--- src/design/pid_filtered_derivative_integral_core_macros.svh ---
// assertion macros for the pid filtered derivative and integral core
// used by the top level only, no other dependencies
`ifndef PID_FILTERED_DERIVATIVE_INTEGRAL_CORE_MACROS_SVH
`define PID_FILTERED_DERIVATIVE_INTEGRAL_CORE_MACROS_SVH

// same-cycle implication, disabled during reset
`define PFDI_ASSERT_NOW(label, clk, rst, ante, cons, msg) \
  label: assert property (@(posedge clk) disable iff (rst) (ante) |-> (cons)) \
    else $error(msg);

// next-cycle implication, disabled during reset
`define PFDI_ASSERT_NEXT(label, clk, rst, ante, cons, msg) \
  label: assert property (@(posedge clk) disable iff (rst) (ante) |=> (cons)) \
    else $error(msg);

`endif

--- src/design/pfdi_pkg.sv ---
// shared types and constants for the pid filtered derivative and integral core
// no dependencies
package pfdi_pkg;

  // default fraction bits of the q formats
  localparam int PFDI_FRAC_BITS = 16;
  // divisor width of the shared divider (gain or filter denominator)
  localparam int PFDI_DIVISOR_W = 32;
  // width of the signed numerator of the derivative filter
  localparam int PFDI_NUM_W = 51;
  // default dividend width of the shared divider
  localparam int PFDI_DIV_W = 51;

  // configuration register indexes
  localparam int PFDI_CFG_IDX_W = 3;
  localparam logic [PFDI_CFG_IDX_W-1:0] CFG_KI_DRIVE     = 3'd0;
  localparam logic [PFDI_CFG_IDX_W-1:0] CFG_KI_TURN      = 3'd1;
  localparam logic [PFDI_CFG_IDX_W-1:0] CFG_TC_DRIVE     = 3'd2;
  localparam logic [PFDI_CFG_IDX_W-1:0] CFG_TC_TURN      = 3'd3;
  localparam logic [PFDI_CFG_IDX_W-1:0] CFG_INTEGRAL_CAP = 3'd4;

  // sequencer states
  typedef enum logic [2:0] {
    ST_IDLE,
    ST_MUL_HIST,
    ST_MUL_DIFF,
    ST_MUL_INTEG,
    ST_DIV_DERIV,
    ST_DIV_LIM,
    ST_DONE
  } pfdi_state_t;

  // sequencer to datapath controls
  typedef struct packed {
    logic ld_hist;
    logic ld_num;
    logic ld_integ;
    logic div_start;
    logic div_sel_lim;
    logic ld_deriv;
    logic ld_clamp;
    logic ld_out;
  } pfdi_ctl_t;

  // datapath to sequencer flags
  typedef struct packed {
    logic go;
    logic kind;
    logic den_zero;
    logic ki_zero;
    logic out_free;
  } pfdi_flags_t;

  // divider status
  typedef struct packed {
    logic busy;
    logic done;
  } pfdi_div_stat_t;

endpackage

--- src/design/pfdi_div.sv ---
// shared restoring divider, one quotient bit per cycle
// depends on pfdi_pkg
module pfdi_div import pfdi_pkg::*; #(
  parameter int DVW = PFDI_DIV_W
) (
  input  logic                      clk,
  input  logic                      rst,
  input  logic                      start,
  input  logic [DVW-1:0]            dividend,
  input  logic [PFDI_DIVISOR_W-1:0] divisor,
  output logic [DVW-1:0]            quotient,
  output pfdi_div_stat_t            stat
);

  localparam int DSW = PFDI_DIVISOR_W;
  localparam int CW  = (DVW > 1) ? $clog2(DVW) : 1;

  logic [DVW-1:0] quo;
  logic [DSW-1:0] rem;
  logic [DSW-1:0] dsr;
  logic [CW-1:0]  cnt;
  logic           busy;
  logic           done;
  logic [DSW:0]   rem_sh;
  logic [DSW+1:0] trial;

  // shift in next dividend bit and try the subtraction
  assign rem_sh = {rem, quo[DVW-1]};
  assign trial  = {1'b0, rem_sh} - {2'b00, dsr};

  // iteration control
  always_ff @(posedge clk) begin
    if (rst) begin
      busy <= 1'b0;
      done <= 1'b0;
      cnt  <= '0;
    end else begin
      done <= 1'b0;
      if (start) begin
        busy <= 1'b1;
        cnt  <= CW'(DVW - 1);
      end else if (busy) begin
        if (cnt == '0) begin
          busy <= 1'b0;
          done <= 1'b1;
        end
        cnt <= cnt - CW'(1);
      end
    end
  end

  // quotient and remainder registers
  always_ff @(posedge clk) begin
    if (start) begin
      quo <= dividend;
      rem <= '0;
      dsr <= divisor;
    end else if (busy) begin
      if (!trial[DSW+1]) begin
        rem <= trial[DSW-1:0];
        quo <= {quo[DVW-2:0], 1'b1};
      end else begin
        rem <= rem_sh[DSW-1:0];
        quo <= {quo[DVW-2:0], 1'b0};
      end
    end
  end

  assign quotient  = quo;
  assign stat.busy = busy;
  assign stat.done = done;

endmodule

--- src/design/pfdi_ctrl.sv ---
// step sequencer: multiplies, then any derivative and limit divisions
// depends on pfdi_pkg
module pfdi_ctrl import pfdi_pkg::*; (
  input  logic           clk,
  input  logic           rst,
  input  pfdi_flags_t    flags,
  input  pfdi_div_stat_t div_stat,
  output pfdi_ctl_t      ctl,
  output pfdi_state_t    state
);

  pfdi_state_t state_next;

  // state register
  always_ff @(posedge clk) begin
    if (rst) begin
      state <= ST_IDLE;
    end else begin
      state <= state_next;
    end
  end

  // next state
  always_comb begin
    state_next = state;
    case (state)
      ST_IDLE: begin
        if (flags.go) begin
          state_next = flags.kind ? ST_DONE : ST_MUL_HIST;
        end
      end
      ST_MUL_HIST:  state_next = ST_MUL_DIFF;
      ST_MUL_DIFF:  state_next = ST_MUL_INTEG;
      ST_MUL_INTEG: begin
        if (!flags.den_zero) begin
          state_next = ST_DIV_DERIV;
        end else begin
          state_next = flags.ki_zero ? ST_DONE : ST_DIV_LIM;
        end
      end
      ST_DIV_DERIV: begin
        if (div_stat.done) begin
          state_next = flags.ki_zero ? ST_DONE : ST_DIV_LIM;
        end
      end
      ST_DIV_LIM: begin
        if (div_stat.done) begin
          state_next = ST_DONE;
        end
      end
      ST_DONE: begin
        if (flags.out_free) begin
          state_next = ST_IDLE;
        end
      end
      default: state_next = ST_IDLE;
    endcase
  end

  // datapath controls
  always_comb begin
    ctl = '0;
    case (state)
      ST_MUL_HIST: ctl.ld_hist = 1'b1;
      ST_MUL_DIFF: ctl.ld_num  = 1'b1;
      ST_MUL_INTEG: begin
        ctl.ld_integ    = 1'b1;
        ctl.div_start   = !flags.den_zero || !flags.ki_zero;
        ctl.div_sel_lim = flags.den_zero;
        ctl.ld_deriv    = flags.den_zero;
      end
      ST_DIV_DERIV: begin
        ctl.ld_deriv    = div_stat.done;
        ctl.div_start   = div_stat.done && !flags.ki_zero;
        ctl.div_sel_lim = 1'b1;
      end
      ST_DIV_LIM: ctl.ld_clamp = div_stat.done;
      ST_DONE:    ctl.ld_out   = flags.out_free;
      default:    ctl = '0;
    endcase
  end

endmodule

--- src/design/pid_filtered_derivative_integral_core.sv ---
// pid integral and filtered derivative core, top level; depends on pfdi_pkg,
// pfdi_div, pfdi_ctrl and the assertion macro header
// an update word runs the history, difference and integral multiply steps, then up to
// two divisions (derivative, limit) on the shared divider; a reset word skips them all
// a new word is accepted only once the previous result has been handed to the output
// reset: synchronous; clears state, integral, gains and time constants, cap all ones
`include "pid_filtered_derivative_integral_core_macros.svh"
module pid_filtered_derivative_integral_core import pfdi_pkg::*; #(
  parameter int FRAC_BITS = PFDI_FRAC_BITS
) (
  input  logic                      clk,
  input  logic                      rst,
  // configuration write port
  input  logic                      cfg_we,
  input  logic [PFDI_CFG_IDX_W-1:0] cfg_index,
  input  logic [31:0]               cfg_data,
  // input channel
  input  logic                      in_valid,
  output logic                      in_stall,
  input  logic                      kind,
  input  logic                      loop_sel,
  input  logic signed [31:0]        err_sample,
  input  logic [15:0]               elapsed_ms,
  // output channel
  output logic                      out_valid,
  input  logic                      out_stall,
  output logic signed [31:0]        deriv_out,
  output logic signed [47:0]        integ_out,
  output logic                      clamped
);

  localparam int DVW = (32 + FRAC_BITS > PFDI_DIV_W) ? 32 + FRAC_BITS : PFDI_DIV_W;
  localparam int NW  = PFDI_NUM_W;
  localparam logic [47:0] I48_MAX = {1'b0, {47{1'b1}}};
  localparam logic [47:0] I48_MIN = {1'b1, {47{1'b0}}};
  localparam logic [31:0] I32_MAX = {1'b0, {31{1'b1}}};
  localparam logic [31:0] I32_MIN = {1'b1, {31{1'b0}}};

  // configuration registers
  logic [31:0] ki_drive;
  logic [31:0] ki_turn;
  logic [15:0] tc_drive;
  logic [15:0] tc_turn;
  logic [31:0] integral_cap;

  // loop state
  logic signed [31:0] last_error;
  logic signed [31:0] last_deriv;
  logic signed [47:0] integ_acc;

  // captured word and working registers
  logic               kind_r;
  logic               sel_r;
  logic signed [31:0] err_r;
  logic [15:0]        dt_r;
  logic signed [49:0] prod_r;
  logic [NW-1:0]      num_r;
  logic [47:0]        integ_new;
  logic [31:0]        deriv_r;
  logic               clamped_r;

  // sequencer and divider hookup
  pfdi_ctl_t      ctl;
  pfdi_flags_t    flags;
  pfdi_div_stat_t div_stat;
  pfdi_state_t    state;
  logic [DVW-1:0] div_dividend;
  logic [31:0]    div_divisor;
  logic [DVW-1:0] quotient;

  // datapath nets
  logic [31:0]        ki_sel;
  logic [15:0]        tc_sel;
  logic [16:0]        den;
  logic signed [32:0] diff;
  logic signed [16:0] mul_a;
  logic signed [32:0] mul_b;
  logic signed [49:0] mul_p;
  logic [48:0]        integ_sum;
  logic [47:0]        integ_sat;
  logic [NW-1:0]      num_mag;
  logic               num_neg;
  logic [31:0]        deriv_val;
  logic [47:0]        amag;
  logic [47:0]        clamp_mag;
  logic               in_go;
  logic               out_free;

  // input held off while in reset or busy with a word
  assign in_go    = in_valid && !in_stall;
  assign in_stall = rst || (state != ST_IDLE);
  assign out_free = !out_valid || !out_stall;

  // configuration writes
  always_ff @(posedge clk) begin
    if (rst) begin
      ki_drive     <= '0;
      ki_turn      <= '0;
      tc_drive     <= '0;
      tc_turn      <= '0;
      integral_cap <= '1;
    end else if (cfg_we) begin
      case (cfg_index)
        CFG_KI_DRIVE:     ki_drive     <= cfg_data;
        CFG_KI_TURN:      ki_turn      <= cfg_data;
        CFG_TC_DRIVE:     tc_drive     <= cfg_data[15:0];
        CFG_TC_TURN:      tc_turn      <= cfg_data[15:0];
        CFG_INTEGRAL_CAP: integral_cap <= cfg_data;
        default: ;
      endcase
    end
  end

  // gain set selection and filter denominator
  assign ki_sel = sel_r ? ki_turn : ki_drive;
  assign tc_sel = sel_r ? tc_turn : tc_drive;
  assign den    = {1'b0, tc_sel} + {1'b0, dt_r};
  assign diff   = {err_r[31], err_r} - {last_error[31], last_error};

  // shared multiplier, operands picked by step
  always_comb begin
    if (ctl.ld_hist) begin
      mul_a = {1'b0, tc_sel};
      mul_b = {last_deriv[31], last_deriv};
    end else if (ctl.ld_num) begin
      mul_a = {1'b0, dt_r};
      mul_b = diff;
    end else begin
      mul_a = {1'b0, dt_r};
      mul_b = {err_r[31], err_r};
    end
  end
  assign mul_p = mul_a * mul_b;

  // integral sum with 48 bit saturation
  assign integ_sum = {integ_acc[47], integ_acc} + {mul_p[47], mul_p[47:0]};
  always_comb begin
    if (integ_sum[48] != integ_sum[47]) begin
      integ_sat = integ_sum[48] ? I48_MIN : I48_MAX;
    end else begin
      integ_sat = integ_sum[47:0];
    end
  end

  // numerator magnitude for the derivative division
  assign num_neg = num_r[NW-1];
  assign num_mag = num_neg ? (~num_r + NW'(1)) : num_r;

  // divider operands: rounded derivative or integral limit
  always_comb begin
    if (ctl.div_sel_lim) begin
      div_dividend = DVW'({integral_cap, {FRAC_BITS{1'b0}}});
      div_divisor  = ki_sel;
    end else begin
      div_dividend = DVW'(num_mag) + DVW'(den[16:1]);
      div_divisor  = 32'(den);
    end
  end

  // derivative value: raw difference when denominator is zero, else signed quotient
  always_comb begin
    if (flags.den_zero) begin
      if (diff[32] != diff[31]) begin
        deriv_val = diff[32] ? I32_MIN : I32_MAX;
      end else begin
        deriv_val = diff[31:0];
      end
    end else if (!num_neg) begin
      deriv_val = (quotient[DVW-1:31] != '0) ? I32_MAX : quotient[31:0];
    end else if ((quotient[DVW-1:32] != '0) || (quotient[31] && (quotient[30:0] != '0))) begin
      deriv_val = I32_MIN;
    end else begin
      deriv_val = ~quotient[31:0] + 32'd1;
    end
  end

  // clamp magnitude and integral magnitude
  assign amag      = integ_new[47] ? (~integ_new + 48'd1) : integ_new;
  assign clamp_mag = (quotient > DVW'(I48_MAX)) ? I48_MAX : quotient[47:0];

  // working registers
  always_ff @(posedge clk) begin
    if (in_go) begin
      kind_r    <= kind;
      sel_r     <= loop_sel;
      err_r     <= err_sample;
      dt_r      <= elapsed_ms;
      clamped_r <= 1'b0;
    end
    if (ctl.ld_hist) begin
      prod_r <= mul_p;
    end
    if (ctl.ld_num) begin
      num_r <= {prod_r[49], prod_r} + {mul_p[49], mul_p};
    end
    if (ctl.ld_integ) begin
      integ_new <= integ_sat;
    end
    if (ctl.ld_deriv) begin
      deriv_r <= deriv_val;
    end
    if (ctl.ld_clamp && ({{(DVW-48){1'b0}}, amag} > quotient)) begin
      clamped_r <= 1'b1;
      if (err_r > 0) begin
        integ_new <= clamp_mag;
      end else if (err_r < 0) begin
        integ_new <= ~clamp_mag + 48'd1;
      end else begin
        integ_new <= '0;
      end
    end
  end

  // loop state update at the end of each word
  always_ff @(posedge clk) begin
    if (rst) begin
      last_error <= '0;
      last_deriv <= '0;
      integ_acc  <= '0;
    end else if (ctl.ld_out) begin
      if (kind_r) begin
        last_error <= '0;
        integ_acc  <= '0;
      end else begin
        last_error <= err_r;
        last_deriv <= deriv_r;
        integ_acc  <= integ_new;
      end
    end
  end

  // output register
  always_ff @(posedge clk) begin
    if (rst) begin
      out_valid <= 1'b0;
    end else if (ctl.ld_out) begin
      out_valid <= 1'b1;
    end else if (!out_stall) begin
      out_valid <= 1'b0;
    end
  end

  always_ff @(posedge clk) begin
    if (ctl.ld_out) begin
      deriv_out <= kind_r ? last_deriv : deriv_r;
      integ_out <= kind_r ? '0 : integ_new;
      clamped   <= kind_r ? 1'b0 : clamped_r;
    end
  end

  // sequencer flags
  assign flags.go       = in_go;
  assign flags.kind     = kind;
  assign flags.den_zero = (den == '0);
  assign flags.ki_zero  = (ki_sel == '0);
  assign flags.out_free = out_free;

  pfdi_ctrl u_ctrl (
    .clk      (clk),
    .rst      (rst),
    .flags    (flags),
    .div_stat (div_stat),
    .ctl      (ctl),
    .state    (state)
  );

  pfdi_div #(
    .DVW (DVW)
  ) u_div (
    .clk      (clk),
    .rst      (rst),
    .start    (ctl.div_start),
    .dividend (div_dividend),
    .divisor  (div_divisor),
    .quotient (quotient),
    .stat     (div_stat)
  );

  // an accepted word keeps the block busy in the next cycle
  `PFDI_ASSERT_NEXT(a_busy_after_accept, clk, rst, in_go, in_stall, "not busy after accept")
  // the divider only runs in the division steps
  `PFDI_ASSERT_NOW(a_div_in_div_state, clk, rst, div_stat.busy, (state == ST_DIV_DERIV) || (state == ST_DIV_LIM), "divider busy outside division")
  // a clamp is only reported with a nonzero gain
  `PFDI_ASSERT_NOW(a_clamp_needs_gain, clk, rst, ctl.ld_out && !kind_r && clamped_r, ki_sel != '0, "clamp with zero gain")

endmodule

--- config.mk ---
export PLATFORM = sky130hd
export DESIGN_NAME = pid_filtered_derivative_integral_core
export DESIGN_NICKNAME = d
export VERILOG_FILES = /design/src/design/pfdi_pkg.sv /design/src/design/pfdi_div.sv /design/src/design/pfdi_ctrl.sv /design/src/design/pid_filtered_derivative_integral_core.sv
export VERILOG_INCLUDE_DIRS = /design/src /design/src/design
export SDC_FILE = /design/constraint.sdc
export NUM_CORES = 2
export LEC_CHECK = 0
export ABC_AREA = 1
export BUFFER_PORTS_ARGS = -buffer_cell sky130_fd_sc_hd__buf_2
export CELL_PAD_IN_SITES_DETAIL_PLACEMENT = 0
export CELL_PAD_IN_SITES_GLOBAL_PLACEMENT = 1
export CORE_MARGIN = 5
export CORE_UTILIZATION = 35
export CTS_BUF_LIST = sky130_fd_sc_hd__clkbuf_4 sky130_fd_sc_hd__clkbuf_8
export DETAILED_ROUTE_END_ITERATION = 10
export PLACE_DENSITY_LB_ADDON = 0.1
export SYNTH_ARGS = -nofsm -noshare
export SYNTH_HDL_FRONTEND = slang
export SYNTH_SLANG_ARGS = --single-unit
--- constraint.sdc ---
create_clock -name clk -period 10.9 [get_ports clk]
set_input_delay 2.18 -clock clk [delete_from_list [all_inputs] [get_ports clk]]
set_output_delay 2.18 -clock clk [all_outputs]
set_load 0.05 [all_outputs]
==> results by stage <==
Outcome:
- The run finished with clean final reports.

Setup path:
- The worst setup path is captured at a flip-flop.
- The startpoint of the most critical register-to-register path is err_r[20]$_DFFE_PP_.
- The kind of critical path is reg -> reg.
- The largest driver fanout on the critical path is 16.
- The critical-path cell with the highest stage delay is sky130_fd_sc_hd__fa_1.
- The endpoint identified for the worst register-to-register timing path is integ_new[10]$_DFFE_PP_.
- At the worst endpoint, the required time is approximately 11 ns.
- STA puts the critical path data arrival time at 11.00 ns.
- The setup slack of the most critical reg-to-reg path is 0.48 ns.
- The kind of start point of the critical path is a flip-flop.
- For the worst flop-to-flop path, the logic depth is 47.
- The delay of the slowest cell on the worst path is 0.54 ns.

Floorplanning:
- The die span in x is ~440 microns.
- The die area is around 200000 sq um.
- The region available for standard cell placement spans 185000 sq um.
- The initial utilization of the core area, before any placement, comes to 35.2%.
- The chip height is 442 microns.
- The boundary pin count is 173.
- The row count is approximately 160.

Global routing:
- The number of antenna violations at the first check in global routing is 13.
- The largest net degree at the start of global routing is 124.
- Global routing finished with a remaining overflow of 0.
- The total track usage is around 28%.
- Global routing consumed, on the met3 layer, 3.67% of the routing resources.
- The layer flagged by global routing as most heavily used is met2.
- For this run, global-route usage on met1 was measured as about 37%.
- The number of global-route vias before repair is 60.9k.
- Global routing consumed, on the met2 layer, ~46% of the routing resources.
- The first global-routing pass estimated about 410000 microns of wire.

Yosys:
- The sequential share of the synthesized area is a little over a quarter.
- The number of nets handed over by synthesis was 9791.
- The dominant register cell in the synthesized netlist is sky130_fd_sc_hd__edfxtp_1.
- Summing every instance area after synthesis gives around 65000 sq um.
- The flop and latch count out of synthesis is 680.
- The commonest cells after synthesis are sky130_fd_sc_hd__nand2_1, sky130_fd_sc_hd__inv_1, sky130_fd_sc_hd__nor2_1.
- The cell accounting for the most synthesized area is sky130_fd_sc_hd__edfxtp_1.
- Yosys printed 0 warnings.
- The number of synthesized flops with an enable pin is 395.
- The most common cell in the synthesized netlist is sky130_fd_sc_hd__nand2_1.
- The post-synthesis average cell area is between 7 and 8 sq um.
- The proportion of netlist area held by the largest area contributor is between 10% and 20%.
- The distinct cell type count after synthesis is 56.
- Ranked by total cell area, the synthesized netlist is headed by sky130_fd_sc_hd__edfxtp_1, sky130_fd_sc_hd__fa_1, sky130_fd_sc_hd__nand2_1, sky130_fd_sc_hd__dfxtp_1, sky130_fd_sc_hd__inv_1.
- The cell count after synthesis is 8821.
- Of all flip-flops after synthesis, the portion carrying an async set or reset was 0%.

Layout:
- The relative area change from synthesis to final layout is 14.4%.
- The final layout contains between 10k and 15k nets.
- The sequential cells in the finished layout cover a total of ~18000 sq um.
- In the final layout, the multi-input gates occupy around 42000 sq um.
- After filler insertion, the fill cell instance count of the layout stands at roughly 20k.
- The finished cells cover approximately 75000 sq um.
- In the final layout, the share of cells above drive strength 1 is between 10% and 20%.

STA:
- The final number of setup-violating endpoints is 0.
- For the pin with the worst max-slew slack, the measured transition is between 1 and 1.5 ns.
- Static timing analysis puts the maximum clock frequency at a little under 100 MHz.
- The count of endpoints failing hold in the final timing report is 0.
- The worst slew margin relative to its limit is between 10% and 20%.
- The clock arrives with approximately 0.078 ns of skew.
- The total count of max-transition violations in the final report is 0.
- Dividing the final minimum period by the clock period gives a little over nine tenths.
- Setup total negative slack on the finished layout was measured at 0 ns.
- The time the final worst path needs with I/O delays and setup is 10.42 ns.

CTS:
- The tree is rooted in a sky130_fd_sc_hd__clkbuf_8.
- Counting the buffers created by CTS gives roughly 130.
- The clock tree from TritonCTS is built.
- Counting along the longest clock path gives a buffer depth of 3.
- The number of sinks on the clock net is between 600 and 700.
- The clock-pin transition on the worst setup and hold timing paths is 0.06 ns.
- The CTS H-tree depth is 4.
- The clock latency on the worst-skew pair is about 0.90 ns.
- The number of hold buffers added after CTS was 0.

Route:
- The routed layout has between 60k and 70k vias.
- The total routed wirelength is 277000 microns.
- The final routed wire length divided by cell count is 23.5 microns.
- In this run, the number of DRC markers left after iteration 0 of detailed routing was between 5k and 6k.
- The ratio of routed vias to standard cells is 5.14.
- The final routed DRC violation total is 0.
- The length of the first detailed-routing pass in iterations is 7.
- In this run the remaining antenna-violating nets after routing total 0.

Hold path:
- The worst hold path terminates at ki_drive[0]$_SDFFE_PP0P_.
- The path type of the worst min-delay path is reg -> reg.
- The worst hold path depth is 2.
- The worst min-delay path startpoint is ki_drive[0]$_SDFFE_PP0P_.

Placement:
- The detailed placement HPWL is around 230000 microns.
- At the end of routability-driven placement, the weighted congestion stood at between 0.9 and 1.
- The standard cell area after detailed placement is approximately 71000 sq um.
- The count of input and output buffers is roughly 170.

Flow run:
- Max-cap violations in this run came to 0.
==> critical path, delay by kind of cell, from the launching register on <==
family                     cells  cell delay, ns
AOI/OAI and AO/OA             11            2.02
adders and majority gates      9            4.03
xor gates and xnor gates       1            0.22
buffers and inverters         10            1.22
and+or+nand+nor               16            2.10
DFF                            1            0.52
==> cells by family after synthesis <==
group / count (synthesis) / share of synthesized area, %
mux: 1 / 0.0153
flops: 680 / 26.9
fa+ha+maj: 880 / 22.7
buf+inv: 1728 / 10.2
compound gates: 1534 / 12.8
xor+xnor: 304 / 4.08
simple gates: 3694 / 23.2
==> layout make-up <==
type                            instances  area share, %
Multi-Input combinational cell       6413           56.1
Clock inverter                         49          0.711
Sequential cell                       680           23.5
Timing Repair Buffer                  518           4.85
Antenna cell                           15         0.0503
Clock buffer                          200           3.29
Tap cell                             2480           4.16
Inverter                             1435           7.27
==> how the worst max path moves through the flow <==
stage,cells past startpoint,to,start
6_report,47,integ_new[10]$_DFFE_PP_,err_r[20]$_DFFE_PP_
5_1_grt,55,integ_new[46]$_DFFE_PP_,err_r[0]$_DFFE_PP_
4_1_cts,45,integ_new[9]$_DFFE_PP_,err_r[8]$_DFFE_PP_
3_5_place_dp,48,integ_new[21]$_DFFE_PP_,err_r[6]$_DFFE_PP_
3_3_place_gp,47,integ_new[33]$_DFFE_PP_,err_r[8]$_DFFE_PP_
2_1_floorplan,40,integ_new[20]$_DFFE_PP_,u_ctrl.state[1]$_SDFFE_PP0P_
==> through the flow <==
| stage | utilization, % | setup WS [ns] | hold WS (ns) | instances |
|---|---|---|---|---|
| global placement | 38.1 | -0.240 | 0.434 | 11505 |
| CTS | 39.7 | 0.0148 | 0.449 | 11754 |
| detailed placement | 38.1 | -0.246 | 0.441 | 11505 |
| floorplan | - | 0.357 | 0.424 | 8821 |
| global route | 40.2 | -0.0239 | 0.461 | 11787 |
| finish | 40.2 | 0.484 | 0.448 | 11790 |
==> sequential cells by signal, indices dropped and copies added (netlist names), 3 cells and up <==
| register | flops |
|---|---|
| u_div.dsr | 32 |
| u_div.cnt | 6 |
| deriv_r | 32 |
| integ_acc | 48 |
| integral_cap | 32 |
| u_div.rem | 32 |
| integ_out | 48 |
| last_error | 32 |
| prod_r | 50 |
| err_r | 32 |
| u_ctrl.state | 3 |
| last_deriv | 32 |
| dt_r | 16 |
| tc_drive | 16 |
| u_div.quotient | 51 |
| ki_drive | 32 |
| deriv_out | 32 |
| integ_new | 48 |
| ki_turn | 32 |
| tc_turn | 16 |
| num_r | 51 |
==> placed cells by master, fill, tap and decap left out, types with 15 or more instances in the layout <==
master | synthesis | routed
sky130_fd_sc_hd__nand2_1 | 1920 | 1897
sky130_fd_sc_hd__inv_1 | 1402 | 1392
sky130_fd_sc_hd__nor2_1 | 1092 | 1073
sky130_fd_sc_hd__o21ai_0 | 598 | 569
sky130_fd_sc_hd__a21oi_1 | 563 | 538
sky130_fd_sc_hd__fa_1 | 509 | 507
sky130_fd_sc_hd__edfxtp_1 | 395 | 395
sky130_fd_sc_hd__nand3_1 | 371 | 362
sky130_fd_sc_hd__ha_1 | 371 | 357
sky130_fd_sc_hd__buf_4 | 5 | 332
sky130_fd_sc_hd__dfxtp_1 | 285 | 285
sky130_fd_sc_hd__xor2_1 | 200 | 182
sky130_fd_sc_hd__buf_2 | 54 | 172
sky130_fd_sc_hd__clkbuf_8 | 0 | 152
sky130_fd_sc_hd__o21ai_1 | 87 | 100
sky130_fd_sc_hd__xnor2_1 | 104 | 93
sky130_fd_sc_hd__nand4_1 | 80 | 80
sky130_fd_sc_hd__nor3_1 | 77 | 75
sky130_fd_sc_hd__a31oi_1 | 53 | 52
sky130_fd_sc_hd__clkbuf_4 | 0 | 48
sky130_fd_sc_hd__a21o_1 | 47 | 47
sky130_fd_sc_hd__nor2_2 | 28 | 39
sky130_fd_sc_hd__a211oi_1 | 37 | 37
sky130_fd_sc_hd__clkinv_1 | 17 | 33
sky130_fd_sc_hd__o211ai_1 | 33 | 33
sky130_fd_sc_hd__o31ai_1 | 30 | 30
sky130_fd_sc_hd__nand2_2 | 12 | 30
sky130_fd_sc_hd__nor4_1 | 34 | 29
sky130_fd_sc_hd__nand3b_1 | 27 | 27
sky130_fd_sc_hd__a21oi_2 | 3 | 26
sky130_fd_sc_hd__o21bai_1 | 21 | 21
sky130_fd_sc_hd__inv_2 | 16 | 17
sky130_fd_sc_hd__nor2_4 | 9 | 17
sky130_fd_sc_hd__nand3_2 | 8 | 17
sky130_fd_sc_hd__diode_2 | 0 | 15
sky130_fd_sc_hd__xor2_2 | 0 | 15
==> per-layer routing <==
layer	wire (microns)	part of all wire, %	vias up
met1	122000	44	29459
met5	23	0.0083	-
li1	-	-	29044
met2	129000	47	1741
met4	11100	4.0	4
met3	14400	5.2	404
==> timing repair <==
item | 4_1_cts | 5_1_grt
pin swaps | 0 | 21
resized for setup | 14 | 168
endpoints found under the hold margin | 0 | 0
gates cloned | 0 | 0
buffers inserted | 0 | 21
endpoints found under the setup margin | 47 | 58
Power is left out: the tool's default activity adds up to more than one toggle a clock period on the data nets, which glitch-free logic cannot reach.
